--- config.mk ---
export PLATFORM = sky130hd
export DESIGN_NAME = json_xml_escaping_writer_flat
export DESIGN_NICKNAME = d
export VERILOG_FILES = /design/src/design/jxew_pkg.sv /design/src/design/jxew_if.sv /design/src/design/jxew_front.sv /design/src/design/jxew_queue.sv /design/src/design/jxew_back.sv /design/src/design/json_xml_escaping_writer.sv /design/src/flat_wrapper.sv
export SDC_FILE = /design/constraint.sdc
export NUM_CORES = 1
export LEC_CHECK = 0
export ABC_CLOCK_PERIOD_IN_PS = 7000
export BUFFER_PORTS_ARGS = -buffer_cell sky130_fd_sc_hd__clkbuf_2
export CORE_MARGIN = 4
export CORE_UTILIZATION = 50
export CTS_CLUSTER_DIAMETER = 80
export DETAILED_ROUTE_END_ITERATION = 6
export HOLD_SLACK_MARGIN = 0.03
export PLACE_DENSITY = 0.72
export SETUP_SLACK_MARGIN = 0.05
export SLEW_MARGIN = 30
export SYNTH_ARGS = -nofsm -noshare
export SYNTH_HDL_FRONTEND = slang
export SYNTH_HIERARCHICAL = 1
export SYNTH_SLANG_ARGS = --single-unit
--- constraint.sdc ---
create_clock -name clk -period 7 [get_ports clk]
set_clock_uncertainty 0.1 [all_clocks]
set_input_delay 0.7 -clock clk [delete_from_list [all_inputs] [get_ports clk]]
set_output_delay 0.7 -clock clk [all_outputs]
set_load 0.01 [all_outputs]
--- src/design/jxew_pkg.sv ---
// Shared types, codes and character tables of the JSON/XML escaping writer.
`default_nettype none

package jxew_pkg;

    localparam int CAP_W = 13;
    localparam int ADDR_W = 12;
    localparam logic [CAP_W-1:0] MAX_CAPACITY = 13'd4096;
    localparam logic [CAP_W-1:0] CAP_RESET = 13'd4096;

    localparam int QUEUE_DEPTH = 4;
    localparam int QPTR_W = $clog2(QUEUE_DEPTH);

    typedef enum logic [2:0] {
        OP_RAW     = 3'd0,
        OP_XML     = 3'd1,
        OP_JSON    = 3'd2,
        OP_FINISH  = 3'd3,
        OP_RESTART = 3'd4
    } op_t;

    // How the back end expands one queued item.
    typedef enum logic [2:0] {
        K_BYTE,     // data as is
        K_ESC2,     // backslash, then data
        K_UHEX,     // \u00 and two hex digits of data
        K_ENT,      // XML entity selected by data
        K_FINISH,
        K_RESTART
    } kind_t;

    typedef enum logic [2:0] {
        ENT_QUOT,
        ENT_APOS,
        ENT_LT,
        ENT_GT,
        ENT_AMP
    } ent_t;

    typedef struct packed {
        kind_t      kind;
        logic [2:0] len;    // number of results, 1..6
        logic [7:0] data;
    } desc_t;

    typedef struct packed {
        logic  valid;
        desc_t desc;
    } push_t;

    function automatic logic [7:0] hex_char(input logic [3:0] nib);
        logic [7:0] r;
        if (nib < 4'd10)
            r = 8'h30 + {4'd0, nib};
        else
            r = 8'h37 + {4'd0, nib};
        return r;
    endfunction

    function automatic logic [7:0] ent_char(input ent_t sel, input logic [2:0] idx);
        logic [7:0] r;
        r = 8'h3B; // ';'
        if (idx == 3'd0)
            r = 8'h26; // '&'
        else begin
            unique case (sel)
                ENT_QUOT: begin
                    unique case (idx)
                        3'd1: r = 8'h71; // q
                        3'd2: r = 8'h75; // u
                        3'd3: r = 8'h6F; // o
                        3'd4: r = 8'h74; // t
                        default: r = 8'h3B;
                    endcase
                end
                ENT_APOS: begin
                    unique case (idx)
                        3'd1: r = 8'h61; // a
                        3'd2: r = 8'h70; // p
                        3'd3: r = 8'h6F; // o
                        3'd4: r = 8'h73; // s
                        default: r = 8'h3B;
                    endcase
                end
                ENT_LT: begin
                    unique case (idx)
                        3'd1: r = 8'h6C; // l
                        3'd2: r = 8'h74; // t
                        default: r = 8'h3B;
                    endcase
                end
                ENT_GT: begin
                    unique case (idx)
                        3'd1: r = 8'h67; // g
                        3'd2: r = 8'h74; // t
                        default: r = 8'h3B;
                    endcase
                end
                ENT_AMP: begin
                    unique case (idx)
                        3'd1: r = 8'h61; // a
                        3'd2: r = 8'h6D; // m
                        3'd3: r = 8'h70; // p
                        default: r = 8'h3B;
                    endcase
                end
                default: r = 8'h3B;
            endcase
        end
        return r;
    endfunction

    // Byte number idx of the expansion of one queued item.
    function automatic logic [7:0] seq_byte(input desc_t d, input logic [2:0] idx);
        logic [7:0] r;
        unique case (d.kind)
            K_BYTE:  r = d.data;
            K_ESC2:  r = (idx == 3'd0) ? 8'h5C : d.data;
            K_UHEX: begin
                unique case (idx)
                    3'd0:    r = 8'h5C; // backslash
                    3'd1:    r = 8'h75; // u
                    3'd2:    r = 8'h30;
                    3'd3:    r = 8'h30;
                    3'd4:    r = hex_char(d.data[7:4]);
                    default: r = hex_char(d.data[3:0]);
                endcase
            end
            K_ENT:   r = ent_char(ent_t'(d.data[2:0]), idx);
            default: r = 8'h00;
        endcase
        return r;
    endfunction

endpackage

`default_nettype wire

--- src/design/jxew_if.sv ---
// Handshake channel interfaces: input items, results and the capacity write port.
`default_nettype none

interface jxew_item_if;
    logic       valid;
    logic       ready;
    logic [2:0] operation;
    logic [7:0] in_byte;

    modport source (output valid, output operation, output in_byte, input ready);
    modport sink (input valid, input operation, input in_byte, output ready);
endinterface

interface jxew_result_if;
    logic        valid;
    logic        ready;
    logic        write_enable;
    logic [7:0]  out_byte;
    logic [11:0] address;
    logic        last;
    logic        overflow;
    logic [12:0] used_count;
    logic        finish_ok;

    modport source (output valid, output write_enable, output out_byte, output address,
                    output last, output overflow, output used_count, output finish_ok,
                    input ready);
    modport sink (input valid, input write_enable, input out_byte, input address,
                  input last, input overflow, input used_count, input finish_ok,
                  output ready);
endinterface

interface jxew_cfg_if;
    logic        valid;
    logic        ready;
    logic [12:0] data;

    modport source (output valid, output data, input ready);
    modport sink (input valid, input data, output ready);
endinterface

`default_nettype wire

--- src/design/jxew_front.sv ---
// Front end: accepts items and classifies each into a queued expansion descriptor.
`default_nettype none

module jxew_front (
    jxew_item_if.sink       items,
    input  logic            q_full,
    output jxew_pkg::push_t push
);
    import jxew_pkg::*;

    desc_t d;
    logic  known;
    logic [7:0] c;

    assign c = items.in_byte;
    assign items.ready = !q_full;

    always_comb
    begin
        d.kind = K_BYTE;
        d.len  = 3'd1;
        d.data = c;
        known  = 1'b1;
        unique case (items.operation)
            OP_RAW: ;
            OP_XML:
            begin
                unique case (c)
                    8'h22:   begin d.kind = K_ENT; d.len = 3'd6; d.data = {5'd0, ENT_QUOT}; end
                    8'h27:   begin d.kind = K_ENT; d.len = 3'd6; d.data = {5'd0, ENT_APOS}; end
                    8'h3C:   begin d.kind = K_ENT; d.len = 3'd4; d.data = {5'd0, ENT_LT}; end
                    8'h3E:   begin d.kind = K_ENT; d.len = 3'd4; d.data = {5'd0, ENT_GT}; end
                    8'h26:   begin d.kind = K_ENT; d.len = 3'd5; d.data = {5'd0, ENT_AMP}; end
                    default: ;
                endcase
            end
            OP_JSON:
            begin
                unique case (c)
                    8'h5C, 8'h22, 8'h2F: begin d.kind = K_ESC2; d.len = 3'd2; end
                    8'h08:   begin d.kind = K_ESC2; d.len = 3'd2; d.data = 8'h62; end
                    8'h09:   begin d.kind = K_ESC2; d.len = 3'd2; d.data = 8'h74; end
                    8'h0A:   begin d.kind = K_ESC2; d.len = 3'd2; d.data = 8'h6E; end
                    8'h0C:   begin d.kind = K_ESC2; d.len = 3'd2; d.data = 8'h66; end
                    8'h0D:   begin d.kind = K_ESC2; d.len = 3'd2; d.data = 8'h72; end
                    default:
                    begin
                        if (c < 8'h20)
                        begin
                            d.kind = K_UHEX;
                            d.len  = 3'd6;
                        end
                    end
                endcase
            end
            OP_FINISH:  d.kind = K_FINISH;
            OP_RESTART: d.kind = K_RESTART;
            default:    known = 1'b0;  // undefined codes are taken and dropped
        endcase
    end

    assign push.valid = items.valid && items.ready && known;
    assign push.desc  = d;

endmodule

`default_nettype wire

--- src/design/jxew_queue.sv ---
// Short descriptor queue between front and back ends.
`default_nettype none

module jxew_queue (
    input  logic            clk,
    input  logic            rst_n,
    input  jxew_pkg::push_t push,
    output logic            full,
    output jxew_pkg::push_t head,
    input  logic            pop
);
    import jxew_pkg::*;

    desc_t              entry_reg [QUEUE_DEPTH];
    logic [QPTR_W-1:0]  wr_ptr_reg, wr_ptr_next;
    logic [QPTR_W-1:0]  rd_ptr_reg, rd_ptr_next;
    logic [QPTR_W:0]    count_reg, count_next;
    logic               do_pop;

    assign full   = count_reg == (QPTR_W + 1)'(QUEUE_DEPTH);
    assign do_pop = pop && (count_reg != '0);

    assign head.valid = count_reg != '0;
    assign head.desc  = entry_reg[rd_ptr_reg];

    always_comb
    begin
        wr_ptr_next = push.valid ? wr_ptr_reg + 1'b1 : wr_ptr_reg;
        rd_ptr_next = do_pop ? rd_ptr_reg + 1'b1 : rd_ptr_reg;
        count_next  = count_reg + (QPTR_W + 1)'(push.valid) - (QPTR_W + 1)'(do_pop);
    end

    always_ff @(posedge clk or negedge rst_n)
    begin
        if (!rst_n)
        begin
            wr_ptr_reg <= '0;
            rd_ptr_reg <= '0;
            count_reg  <= '0;
        end
        else
        begin
            wr_ptr_reg <= wr_ptr_next;
            rd_ptr_reg <= rd_ptr_next;
            count_reg  <= count_next;
        end
    end

    always_ff @(posedge clk)
    begin
        if (push.valid)
            entry_reg[wr_ptr_reg] <= push.desc;
    end

endmodule

`default_nettype wire

--- src/design/jxew_back.sv ---
// Back end: expands queued items byte by byte, tracks fill count and overflow.
`default_nettype none

module jxew_back (
    input  logic            clk,
    input  logic            rst_n,
    input  jxew_pkg::push_t head,
    output logic            pop,
    jxew_cfg_if.sink        cfg,
    jxew_result_if.source   results
);
    import jxew_pkg::*;

    logic [CAP_W-1:0]  cap_reg, cap_next;
    logic [CAP_W-1:0]  count_reg, count_next;
    logic              ovf_reg, ovf_next;
    logic [2:0]        idx_reg, idx_next;
    logic              res_valid_reg, res_valid_next;

    logic              we_reg, we_next;
    logic [7:0]        byte_reg, byte_next;
    logic [ADDR_W-1:0] addr_reg, addr_next;
    logic              last_reg, last_next;
    logic              res_ovf_reg, res_ovf_next;
    logic [CAP_W-1:0]  used_reg, used_next;
    logic              fin_reg, fin_next;

    logic [CAP_W-1:0]  limit;
    logic              fit;
    logic              room;
    logic              step;
    logic              is_last;

    assign cfg.ready = 1'b1;

    assign limit   = (cap_reg < MAX_CAPACITY) ? cap_reg : MAX_CAPACITY;
    assign fit     = count_reg < limit;
    assign room    = fit && !ovf_reg;
    assign step    = head.valid && (!res_valid_reg || results.ready);
    assign is_last = idx_reg == (head.desc.len - 3'd1);
    assign pop     = step && is_last;

    always_comb
    begin
        cap_next       = (cfg.valid && cfg.ready) ? cfg.data : cap_reg;
        count_next     = count_reg;
        ovf_next       = ovf_reg;
        idx_next       = idx_reg;
        res_valid_next = res_valid_reg;
        if (results.ready)
            res_valid_next = 1'b0;

        we_next      = we_reg;
        byte_next    = byte_reg;
        addr_next    = addr_reg;
        last_next    = last_reg;
        res_ovf_next = res_ovf_reg;
        used_next    = used_reg;
        fin_next     = fin_reg;

        if (step)
        begin
            res_valid_next = 1'b1;
            idx_next       = is_last ? 3'd0 : idx_reg + 3'd1;
            last_next      = is_last;
            byte_next      = seq_byte(head.desc, idx_reg);
            addr_next      = count_reg[ADDR_W-1:0];
            fin_next       = 1'b0;
            unique case (head.desc.kind)
                K_FINISH:
                begin
                    we_next      = fit;
                    res_ovf_next = ovf_reg;
                    used_next    = count_reg;
                    fin_next     = room;
                end
                K_RESTART:
                begin
                    count_next   = '0;
                    ovf_next     = 1'b0;
                    we_next      = 1'b0;
                    addr_next    = '0;
                    res_ovf_next = 1'b0;
                    used_next    = '0;
                end
                default:
                begin
                    // once a data byte is dropped, every later data byte is dropped until restart
                    count_next   = room ? count_reg + 1'b1 : count_reg;
                    ovf_next     = !room;
                    we_next      = room;
                    res_ovf_next = !room;
                    used_next    = count_next;
                end
            endcase
        end
    end

    always_ff @(posedge clk or negedge rst_n)
    begin
        if (!rst_n)
        begin
            cap_reg       <= CAP_RESET;
            count_reg     <= '0;
            ovf_reg       <= 1'b0;
            idx_reg       <= '0;
            res_valid_reg <= 1'b0;
        end
        else
        begin
            cap_reg       <= cap_next;
            count_reg     <= count_next;
            ovf_reg       <= ovf_next;
            idx_reg       <= idx_next;
            res_valid_reg <= res_valid_next;
        end
    end

    always_ff @(posedge clk)
    begin
        we_reg      <= we_next;
        byte_reg    <= byte_next;
        addr_reg    <= addr_next;
        last_reg    <= last_next;
        res_ovf_reg <= res_ovf_next;
        used_reg    <= used_next;
        fin_reg     <= fin_next;
    end

    assign results.valid        = res_valid_reg;
    assign results.write_enable = we_reg;
    assign results.out_byte     = byte_reg;
    assign results.address      = addr_reg;
    assign results.last         = last_reg;
    assign results.overflow     = res_ovf_reg;
    assign results.used_count   = used_reg;
    assign results.finish_ok    = fin_reg;

endmodule

`default_nettype wire

--- src/design/json_xml_escaping_writer.sv ---
// Top level of the JSON/XML escaping byte writer.
// Each input item (operation, byte) turns into one to six result bytes, each
// tagged with its buffer address, a write enable and the running fill count.
// The front end takes one item per cycle into a four-entry queue unless it is
// full; the back end emits one result per cycle from an output register unless
// stalled, so plain bytes run at one item per cycle and an escaped byte holds
// the back end until all its bytes are out (two for a JSON backslash pair, four
// to six for XML entities and \u00XX). The queue absorbs short bursts of escapes
// before ready drops. The user must write capacity through the cfg port only
// while the block is idle; the block does not enforce this. It resets to 4096
// and is limited to 4096. Undefined operation codes are accepted and produce no result.
`default_nettype none

module json_xml_escaping_writer (
    input  logic          clk,
    input  logic          rst_n,
    jxew_item_if.sink     items,
    jxew_result_if.source results,
    jxew_cfg_if.sink      cfg
);
    import jxew_pkg::*;

    push_t push;
    push_t head;
    logic  q_full;
    logic  pop;

    jxew_front u_front (
        .items  (items),
        .q_full (q_full),
        .push   (push)
    );

    jxew_queue u_queue (
        .clk   (clk),
        .rst_n (rst_n),
        .push  (push),
        .full  (q_full),
        .head  (head),
        .pop   (pop)
    );

    jxew_back u_back (
        .clk     (clk),
        .rst_n   (rst_n),
        .head    (head),
        .pop     (pop),
        .cfg     (cfg),
        .results (results)
    );

endmodule

`default_nettype wire

--- src/flat_wrapper.sv ---
// flat-port wrapper written by rule: the top's interface ports become plain ports
module json_xml_escaping_writer_flat import jxew_pkg::*;
  (clk, rst_n, items_valid, items_operation, items_in_byte, items_ready, results_valid, results_write_enable, results_out_byte, results_address, results_last, results_overflow, results_used_count, results_finish_ok, results_ready, cfg_valid, cfg_data, cfg_ready);
  jxew_item_if items_i ();
  jxew_result_if results_i ();
  jxew_cfg_if cfg_i ();
  input  logic clk;
  input  logic rst_n;
  input wire logic [$bits(items_i.valid)-1:0] items_valid;
  input wire logic [$bits(items_i.operation)-1:0] items_operation;
  input wire logic [$bits(items_i.in_byte)-1:0] items_in_byte;
  output wire logic [$bits(items_i.ready)-1:0] items_ready;
  output wire logic [$bits(results_i.valid)-1:0] results_valid;
  output wire logic [$bits(results_i.write_enable)-1:0] results_write_enable;
  output wire logic [$bits(results_i.out_byte)-1:0] results_out_byte;
  output wire logic [$bits(results_i.address)-1:0] results_address;
  output wire logic [$bits(results_i.last)-1:0] results_last;
  output wire logic [$bits(results_i.overflow)-1:0] results_overflow;
  output wire logic [$bits(results_i.used_count)-1:0] results_used_count;
  output wire logic [$bits(results_i.finish_ok)-1:0] results_finish_ok;
  input wire logic [$bits(results_i.ready)-1:0] results_ready;
  input wire logic [$bits(cfg_i.valid)-1:0] cfg_valid;
  input wire logic [$bits(cfg_i.data)-1:0] cfg_data;
  output wire logic [$bits(cfg_i.ready)-1:0] cfg_ready;
  assign items_i.valid = items_valid;
  assign items_i.operation = items_operation;
  assign items_i.in_byte = items_in_byte;
  assign items_ready = items_i.ready;
  assign results_valid = results_i.valid;
  assign results_write_enable = results_i.write_enable;
  assign results_out_byte = results_i.out_byte;
  assign results_address = results_i.address;
  assign results_last = results_i.last;
  assign results_overflow = results_i.overflow;
  assign results_used_count = results_i.used_count;
  assign results_finish_ok = results_i.finish_ok;
  assign results_i.ready = results_ready;
  assign cfg_i.valid = cfg_valid;
  assign cfg_i.data = cfg_data;
  assign cfg_ready = cfg_i.ready;
  json_xml_escaping_writer u_core (.clk(clk), .rst_n(rst_n), .items(items_i), .results(results_i), .cfg(cfg_i));
endmodule
=== Word level (Yosys, flattened, before mapping) ===
Memory sizes are Yosys's and may differ from the RTL's.
Cells that the tools add are included.

* Output and inout port bits: 40
* RAM bits: 56
* Word-level logic and storage cells: 112
* Memories kept: 1
* Input bits: 29
* Bits in registers: 75

* Magnitude comparators: 5
* Eq/ne operators: 31
* Reduce and logical (&&, ||, !) cells: 20
* Mux-type cells: 29
* Add/sub/neg operators: 11

{| class="wikitable"
|+ Memory list
! name !! words !! width !! rd ports !! clocked after memory_dff !! write ports !! RTL line !! RTL
|-
| u_core.u_queue.entry_reg || 4 || 14 || 1 || 0 || 1 || jxew_queue.sv:14 || <nowiki>desc_t entry_reg [QUEUE_DEPTH];</nowiki>
|}

{| class="wikitable"
|+ Operators with widths
! kind !! count
|-
| 7-bit one-hot mux with 4 select lines || 3
|-
| 8-bit one-hot mux with 5 select lines || 2
|-
| 13-bit one-hot mux with 5 select lines || 1
|-
| 8-bit by 6-bit == test with 1-bit output, second input constant || 6
|-
| 8-bit by 4-bit == test with 1-bit output, second input constant || 5
|-
| 8-bit one-hot mux with 4 select lines || 1
|-
| 6-bit by 4-bit adder with 7-bit output, first input constant || 4
|-
| 7-bit one-hot mux with 2 select lines || 2
|-
| 13-bit two-way mux || 2
|-
| 13-bit one-hot mux with 2 select lines || 1
|-
| 3-bit by 2-bit == test with 1-bit output, second input constant || 8
|-
| 11-bit one-hot mux with 2 select lines || 1
|-
| 7-bit one-hot mux with 3 select lines || 1
|-
| 3-bit == test, second input constant || 6
|-
| 8-bit two-way mux || 2
|-
| 7-bit two-way mux || 2
|-
| 13-bit by 1-bit adder with 13-bit output, second input constant || 1
|-
| 13-bit less-than comparator || 1
|-
| 13-bit less-than comparator, second input constant || 1
|-
| 3-bit by 1-bit == test with 1-bit output, second input constant || 4
|-
| 3-bit logical NOT || 4
|-
| 3-bit one-hot mux with 4 select lines || 1
|-
| 8-bit by 7-bit == test with 1-bit output, second input constant || 1
|-
| 4-bit less-than comparator, second input constant || 2
|-
| 20 further kinds || 34
|}

=== Logic depth before layout (Yosys ltp) ===
Gate-level depths: netlist of run 1.

* Depth in word-level cells: 6
* Mapped depth: 16
* Gate-level depth less buffers: 14

=== By module ===
The synthesis of run 1 kept the hierarchy.

{| class="wikitable"
|+ Modules (own cells, without submodules)
! module !! seq. area each (µm²) !! area an instance (µm²) !! instances !! cells an instance
|-
| jxew_back || 1,888.1 || 4,161.5 || 1 || 432
|-
| jxew_queue || 1,856.8 || 2,457.4 || 1 || 108
|-
| jxew_front || 0.0 || 436.7 || 1 || 70
|}

=== Least setup slack after synthesis of run 1 ===
No wires, ideal clock.

* Path type: register -> register
* Start: register u_core.u_queue.rd_ptr_reg[0]
* End: register u_core.u_queue.count_reg[2]
* Setup time: 123 ps
* Data arrival time: 3,107 ps
* Period minus slack after synthesis: 3,330 ps
* Path buffers: 2
* Slack: 3,670 ps
* Cell stages (with the launch flop): 16
* Required time: 6,777 ps
* Cell sequence: dfrtp_1 buf_6 buf_12 mux4_2 inv_1 ha_1 xnor2_1 nor4_1 o31a_1 ha_1 inv_1 ha_1 inv_1 fa_1 xnor2_1 xnor2_1

{| class="wikitable"
|+ RTL lines
! element !! RTL line !! RTL
|-
| start: declaration || jxew_queue.sv:16 || <nowiki>logic [QPTR_W-1:0] rd_ptr_reg, rd_ptr_next;</nowiki>
|-
| start signal: assignment || jxew_queue.sv:44 || <nowiki>rd_ptr_reg <= rd_ptr_next;</nowiki>
|-
| end signal: assignment || jxew_queue.sv:45 || <nowiki>count_reg <= count_next;</nowiki>
|-
| end: declaration || jxew_queue.sv:17 || <nowiki>logic [QPTR_W:0] count_reg, count_next;</nowiki>
|}

==> impl_metrics.yaml, run 1 <==
setup_path:
  crit_path_end_kind: "flip-flop"
  worstPathMaxFanout: 16
  worstPathArrival_ns: 4.19
  worstPathRequired_ns: 7.20
  crit_type: "flip-flop to flip-flop"
  worst_setup_path_start_kind: "flip-flop"
synthesis:
  synth_cells: 610
  avgSynthCellArea_um2: 11.57
  synth_edf_count: 93
  ys_seq_area_frac: 0.5308
  synth-main-ff-cell: "edfxtp_1"
  synth_cell_types: 76
  syn_area_mm2: 0.007056
  synth_seq_cells: 131
  syn_nets: 672
  synthArstFlopShare: 0.2901
  ys_warn_count: 6
clock_tree:
  clock_latency_ns: 0.42
  htreeDepth: 4
  cts_inserted_buffers: 17
  cts_tree: "done"
  cts_buffer_depth: 2
  root_buffer: "clkbuf_16"
  ctsHoldBuffers: 0
  clk_pin_slew_worst_paths_ns: 0.06
  cts_resized: 0
  cts.sinks: 131
  cts_setup_buffers: 0
placement:
  gp_congestion: 0.9276
  place_area_mm2: 0.007491
  placement.io_buffers: 67
  hpwl_um: 10390
timing:
  timing.final.crit_period_ns: 3.993
  rsz0062_at_grt: "no"
  maxSlewViolCount: 0
  relSlewSlack: 0.3838
  tightest_slew_ns: 0.9115
  min_period_over_period: 0.5704
  tns_ns: 0
  hold_viol_final: 0
  fmax_ghz: 0.2504
  setup_viol: 0
global_routing:
  grt_pass1_vias: 4918
  grt.overflow.total: 0
  grt_max_degree: 47
  grtUsageTotal: 0.1928
  grt_pass1_wl_um: 24810
  antenna_found_initial: 0
floorplanning:
  die-area_mm2: 0.01608
  rows: 43
  initial_core_util: 0.5103
  core-area_mm2: 0.01383
  die_x_um: 126.8
  die_y_um: 126.8
  ios: 69
drt:
  firstDrtPassIters: 5
  route.detailed.drc: 0
  wire_per_inst_um: 17.31
  wirelength_um: 14960
  vias: 5076
  dr.first_iter.drc_count: 524
  viasPerCell: 5.875
  ant_nets: 0
min_path:
  hp-class: "input port to asynchronous set/reset pin"
run:
  max-cap-violations: 0
power_and_ir_drop:
  combPwrFrac: 0.369
  power.leakage_nw: 3.206
  p_per_area_mw_per_mm2: 416.3
  switching_share: 0.3651
  clkPwrFrac: 0.272
  power_switching_w: 0.001232
  peakVddDrop_mv: 0.2059
  p_int_w: 0.002143
  seqPwrFrac: 0.359
layout:
  drive_gt1_frac: 0.1930
  largest_reg_flops: 56
  area_growth_pct: 14.91
  post-route-cell-area_mm2: 0.008108
  final_cell_mix: "edfxtp_1, clkbuf_2, nand2_1"
  seq_area_mm2: 0.003745
  multiInputGateArea_mm2: 0.003069
  num_antenna_cells: 0
  nets: 733
  fillCellCount: 1137
  final_common_cell: "edfxtp_1"
outcome:
  status: "completed"
==> logic make-up (layout without fill, tap and decap cells) <==
kind of cell | after synthesis | after routing | synth area share
AO/OA/AOI/OAI | 135 | 135 | 0.1257
XOR/XNOR | 19 | 19 | 0.02359
adder cells (fa/ha/maj) | 33 | 33 | 0.05958
buffers and inverters | 53 | 127 | 0.03423
flip-flops | 131 | 131 | 0.5308
multiplexers | 28 | 28 | 0.07005
other | 1 | 1 | 0.0005315
AND/OR/NAND/NOR | 210 | 210 | 0.1555
==> worst max-delay path, cell delays in order, from the launching register on <==
cell and delay, ns:
dfrtp_1 0.91, mux4_2 0.63, inv_1 0.08, ha_1 0.16
xnor2_1 0.14, xnor2_1 0.11, nor4_1 0.39, o31a_1 0.25
ha_1 0.23, inv_1 0.06, ha_1 0.12, inv_1 0.05
fa_1 0.37, xnor2_1 0.15, xnor2_1 0.13
==> synthesized netlist by cell type (all sizes together) (14+ instances only) <==
library cell  instances  area [um2]
edfxtp               93        2793
nand2                59       221.5
o21ai                38       190.2
dfrtp                37       925.9
ha                   32       400.4
nor2                 32       122.6
a21oi                29       145.1
inv                  25       93.84
and2                 21       131.4
clkbuf               17       63.81
nand3                17       85.08
mux4                 14       337.8
==> final timing paths <==
check                                              from                          end  slack, ns  cells after the start
min in group clk                           cfg_data[12]    u_core/u_back/cap_reg[12]       0.39                      3
max in group asynchronous                         rst_n    u_core/u_back/cap_reg[12]       6.28                      1
min reg2reg                    u_core/u_back/cap_reg[0]     u_core/u_back/cap_reg[0]       0.41                      1
min                                               rst_n   u_core/u_back/count_reg[1]       0.14                      1
max                        u_core/u_queue/rd_ptr_reg[0]  u_core/u_queue/count_reg[2]       3.01                     14
max reg2reg                u_core/u_queue/rd_ptr_reg[0]  u_core/u_queue/count_reg[2]       3.01                     14
==> metal layers <==
layer,wire length (um),GRT usage
met4,280,0.06751
met2,7101,0.3070
met5,0,0
met1,6620,0.2563
met3,953,0.05221
==> cell type report <==
class                           instances  area share
Timing Repair Buffer                   70     0.04444
Multi-Input combinational cell        426      0.3785
Inverter                               25     0.01157
Clock buffer                           18     0.05293
Tap cell                              180     0.02778
Sequential cell                       131      0.4619
Clock inverter                         14     0.02284
==> stage by stage <==
stage                     std cells  hold slack, ns  worst slack [ns]    util  total power [W]
after CTS                       864          0.3531             2.961  0.5862         0.003383
after floorplan                 610          0.3044             3.670       -         0.002120
after detailed placement        832          0.4039             3.010  0.5418         0.002455
final                           864          0.1440             3.007  0.5864         0.003375
after global routing            864          0.1657             2.662  0.5864         0.003588
after global placement          832          0.3993             3.102  0.5418         0.002420
==> power by group through the flow <==
stage,registers [W],clock network [W],logic [W]
3_5_place_dp,0.00123,0,0.00123
5_1_grt,0.00124,0.000977,0.00137
4_1_cts,0.00121,0.000934,0.00123
2_1_floorplan,0.00120,0,0.000922
3_3_place_gp,0.00122,0,0.00120
6_report,0.00121,0.000919,0.00124
No activity file was read; power rests on OpenSTA's default activity.
==> run 2: changes to the inputs <==
- ABC_AREA: default -> 1
- ABC_CLOCK_PERIOD_IN_PS: 7000 -> 3900
- clock period: 7 -> 3.9 ns (I/O delays scaled with it)
==> impl_metrics.yaml, run 2 <==
setup_path:
  worstPathArrival_ns: 3.51
  reg2reg_slack_ns: 0.60
  crit_type: "flip-flop to flip-flop"
  worst_setup_path_start_kind: "flip-flop"
  r2r-start: "u_core/u_queue/rd_ptr_reg[0]"
  worstPathRequired_ns: 4.11
  worst_r2r_endpoint: "u_core/u_queue/count_reg[1]"
  cp-startpoint: "u_core/u_queue/rd_ptr_reg[0]"
  r2r_cells: 18
  crit_path_end_kind: "flip-flop"
  worstPathMaxFanout: 14
timing:
  setup_viol: 0
  tns_ns: 0
  relSlewSlack: 0.4657
  fmax_ghz: 0.3031
  tightest_slew_ns: 0.7954
  min_period_over_period: 0.8461
  setup_ws_ns: 0.6002
  finalHoldWorstSlack_ns: 0.08190
  hold_viol_final: 0
  timing.final.crit_period_ns: 3.300
  rsz0062_at_grt: "no"
  maxSlewViolCount: 0
drt:
  firstDrtPassIters: 6
  ant_nets: 0
  viasPerCell: 5.214
  vias: 6100
  dr.first_iter.drc_count: 581
  route.detailed.drc: 0
  wire_per_inst_um: 13.77
  wirelength_um: 16110
clock_tree:
  root_buffer: "clkbuf_16"
  cts.sinks: 131
  cts_inserted_buffers: 17
  clock_latency_ns: 0.42
  htreeDepth: 4
  clk_pin_slew_worst_paths_ns: 0.06
  cts_tree: "done"
  cts_buffer_depth: 2
  cts_setup_buffers: 0
synthesis:
  syn_area_mm2: 0.007687
  synth_edf_count: 93
  synth_top_area_frac: 0.3633
  ys_top_cells_by_area: "edfxtp_1, nand2_1, dfrtp_1"
  synth_cells: 908
  avgSynthCellArea_um2: 8.466
  yosysMostFrequentCell: "nand2_1"
  synth-main-ff-cell: "edfxtp_1"
  yosys.area.top_type: "edfxtp_1"
  synth_seq_cells: 131
  synthArstFlopShare: 0.2901
  synth_common_cells: "nand2_1, inv_1, edfxtp_1, nor2_1, nand3_1"
  synth_cell_types: 55
  ys_seq_area_frac: 0.4871
  syn_nets: 970
  ys_warn_count: 6
outcome:
  status: "completed"
global_routing:
  grt_max_degree: 57
  grt_pass1_wl_um: 26870
  antenna_found_initial: 0
  grt_pass1_vias: 5476
  grt.overflow.total: 0
  grtUsageTotal: 0.1887
placement:
  gp_congestion: 0.8802
  placedCellCount: 1137
  hpwl_um: 11440
  dp_slack_ns: 0.5928
  placement.io_buffers: 67
power_and_ir_drop:
  peakVddDrop_mv: 0.4461
  switching_share: 0.3902
  power_switching_w: 0.002583
  seqPwrFrac: 0.326
  p_int_w: 0.004036
  clkPwrFrac: 0.274
  combPwrFrac: 0.399
  p_per_area_mw_per_mm2: 755.5
  power.leakage_nw: 4.260
layout:
  drive_gt1_frac: 0.1629
  nets: 1031
  num_antenna_cells: 0
  final_cell_mix: "nand2_1, inv_1, edfxtp_1"
  final_common_cell: "nand2_1"
  utilization: 0.5785
  largest_reg_flops: 56
  fin_cells: 1170
  area_growth_pct: 13.98
floorplanning:
  core-area_mm2: 0.01515
  ios: 69
  die_y_um: 132.0
  die_x_um: 132.0
  initial_core_util: 0.5076
  die-area_mm2: 0.01742
  rows: 45
min_path:
  holdCritStartpoint: "cfg_data[12]"
  hp-class: "input port to flip-flop"
  hold_end: "u_core/u_back/cap_reg[12]"
  whs_path_depth: 3
run:
  max-cap-violations: 0
## run 2: cell types whose count changed after synthesis, moves of 10 or more
| cell | previous run | this run |
|---|---|---|
| a21oi_1 | 29 | 9 |
| nand3_1 | 17 | 49 |
| inv_1 | 23 | 115 |
| nand2_2 | 0 | 10 |
| o21ai_1 | 7 | 34 |
| nand2b_1 | 13 | 0 |
| and2_1 | 19 | 0 |
| nand4_1 | 8 | 21 |
| nor2_1 | 31 | 88 |
| nand2_1 | 59 | 269 |
## run 2: power by group through the flow
stage | registers (W) | logic, W | clock network, W
floorplan | 0.00220 | 0.00197 | 0
global placement | 0.00218 | 0.00256 | 0
detailed placement | 0.00219 | 0.00260 | 0
CTS | 0.00216 | 0.00264 | 0.00184
global route | 0.00220 | 0.00299 | 0.00191
finish | 0.00216 | 0.00264 | 0.00182
## run 2: how the worst max path moves through the flow
stage / endpoint / slack, ns / cells past startpoint
3_3_place_gp: u_core/u_queue/count_reg[1] / 0.74 / 18
2_1_floorplan: u_core/u_queue/count_reg[1] / 0.94 / 19
5_1_grt: u_core/u_queue/count_reg[1] / 0.25 / 18
4_1_cts: u_core/u_queue/count_reg[1] / 0.57 / 18
6_report: u_core/u_queue/count_reg[1] / 0.60 / 18
3_5_place_dp: u_core/u_queue/count_reg[1] / 0.59 / 18
## run 2: cell type report
class                   count  area, um2
fillers                  1309       6384
multi-input cells         620       3239
clock inverters            12      226.5
repair buffers             72      377.9
flip-flops and latches    131       3745
clock buffers              20      446.7
well taps                 188      235.2
inverters                 127      491.7
## run 2: stage by stage
step | area (um2) | power [W]
global route | 8762 | 0.007106
detailed placement | 8079 | 0.004788
global placement | 8074 | 0.004737
CTS | 8762 | 0.006635
finish | 8762 | 0.006620
floorplan | 7687 | 0.004168
## run 2: metal layers
metal | share of wire | GRT usage
met4 | 0.018 | 0.06418
met3 | 0.052 | 0.03511
met2 | 0.45 | 0.2925
met1 | 0.48 | 0.2683
met5 | 0 | 0
## run 2: cells by family (layout without fill, tap and decap cells)
group | Yosys count | count (layout) | synth area share
xor+xnor | 8 | 8 | 0.009115
fa+ha+maj | 33 | 33 | 0.05469
buf+inv | 157 | 231 | 0.09147
flops | 131 | 131 | 0.4871
mux | 12 | 12 | 0.01758
compound gates | 94 | 94 | 0.07178
simple gates | 472 | 472 | 0.2677
other cells | 1 | 1 | 0.0004878
## run 2: critical path, stage by stage (launching register included)
cell	delay, ns
dfrtp_1	0.65
nor2_1	0.10
nor2_1	0.09
o21ai_1	0.06
nand2_1	0.09
inv_1	0.05
ha_1	0.20
xnor2_1	0.19
xor2_1	0.16
nand2_1	0.13
nor2_1	0.20
nand2_1	0.10
inv_1	0.06
ha_1	0.21
inv_1	0.06
ha_1	0.14
inv_1	0.06
fa_1	0.49
inv_1	0.05
## run 2: timing repair
| action | in CTS | in global routing |
|---|---|---|
| gates resized for setup | 0 | 0 |
| hold endpoints to repair | 37 | 0 |
| hold buffers | 1 | 0 |
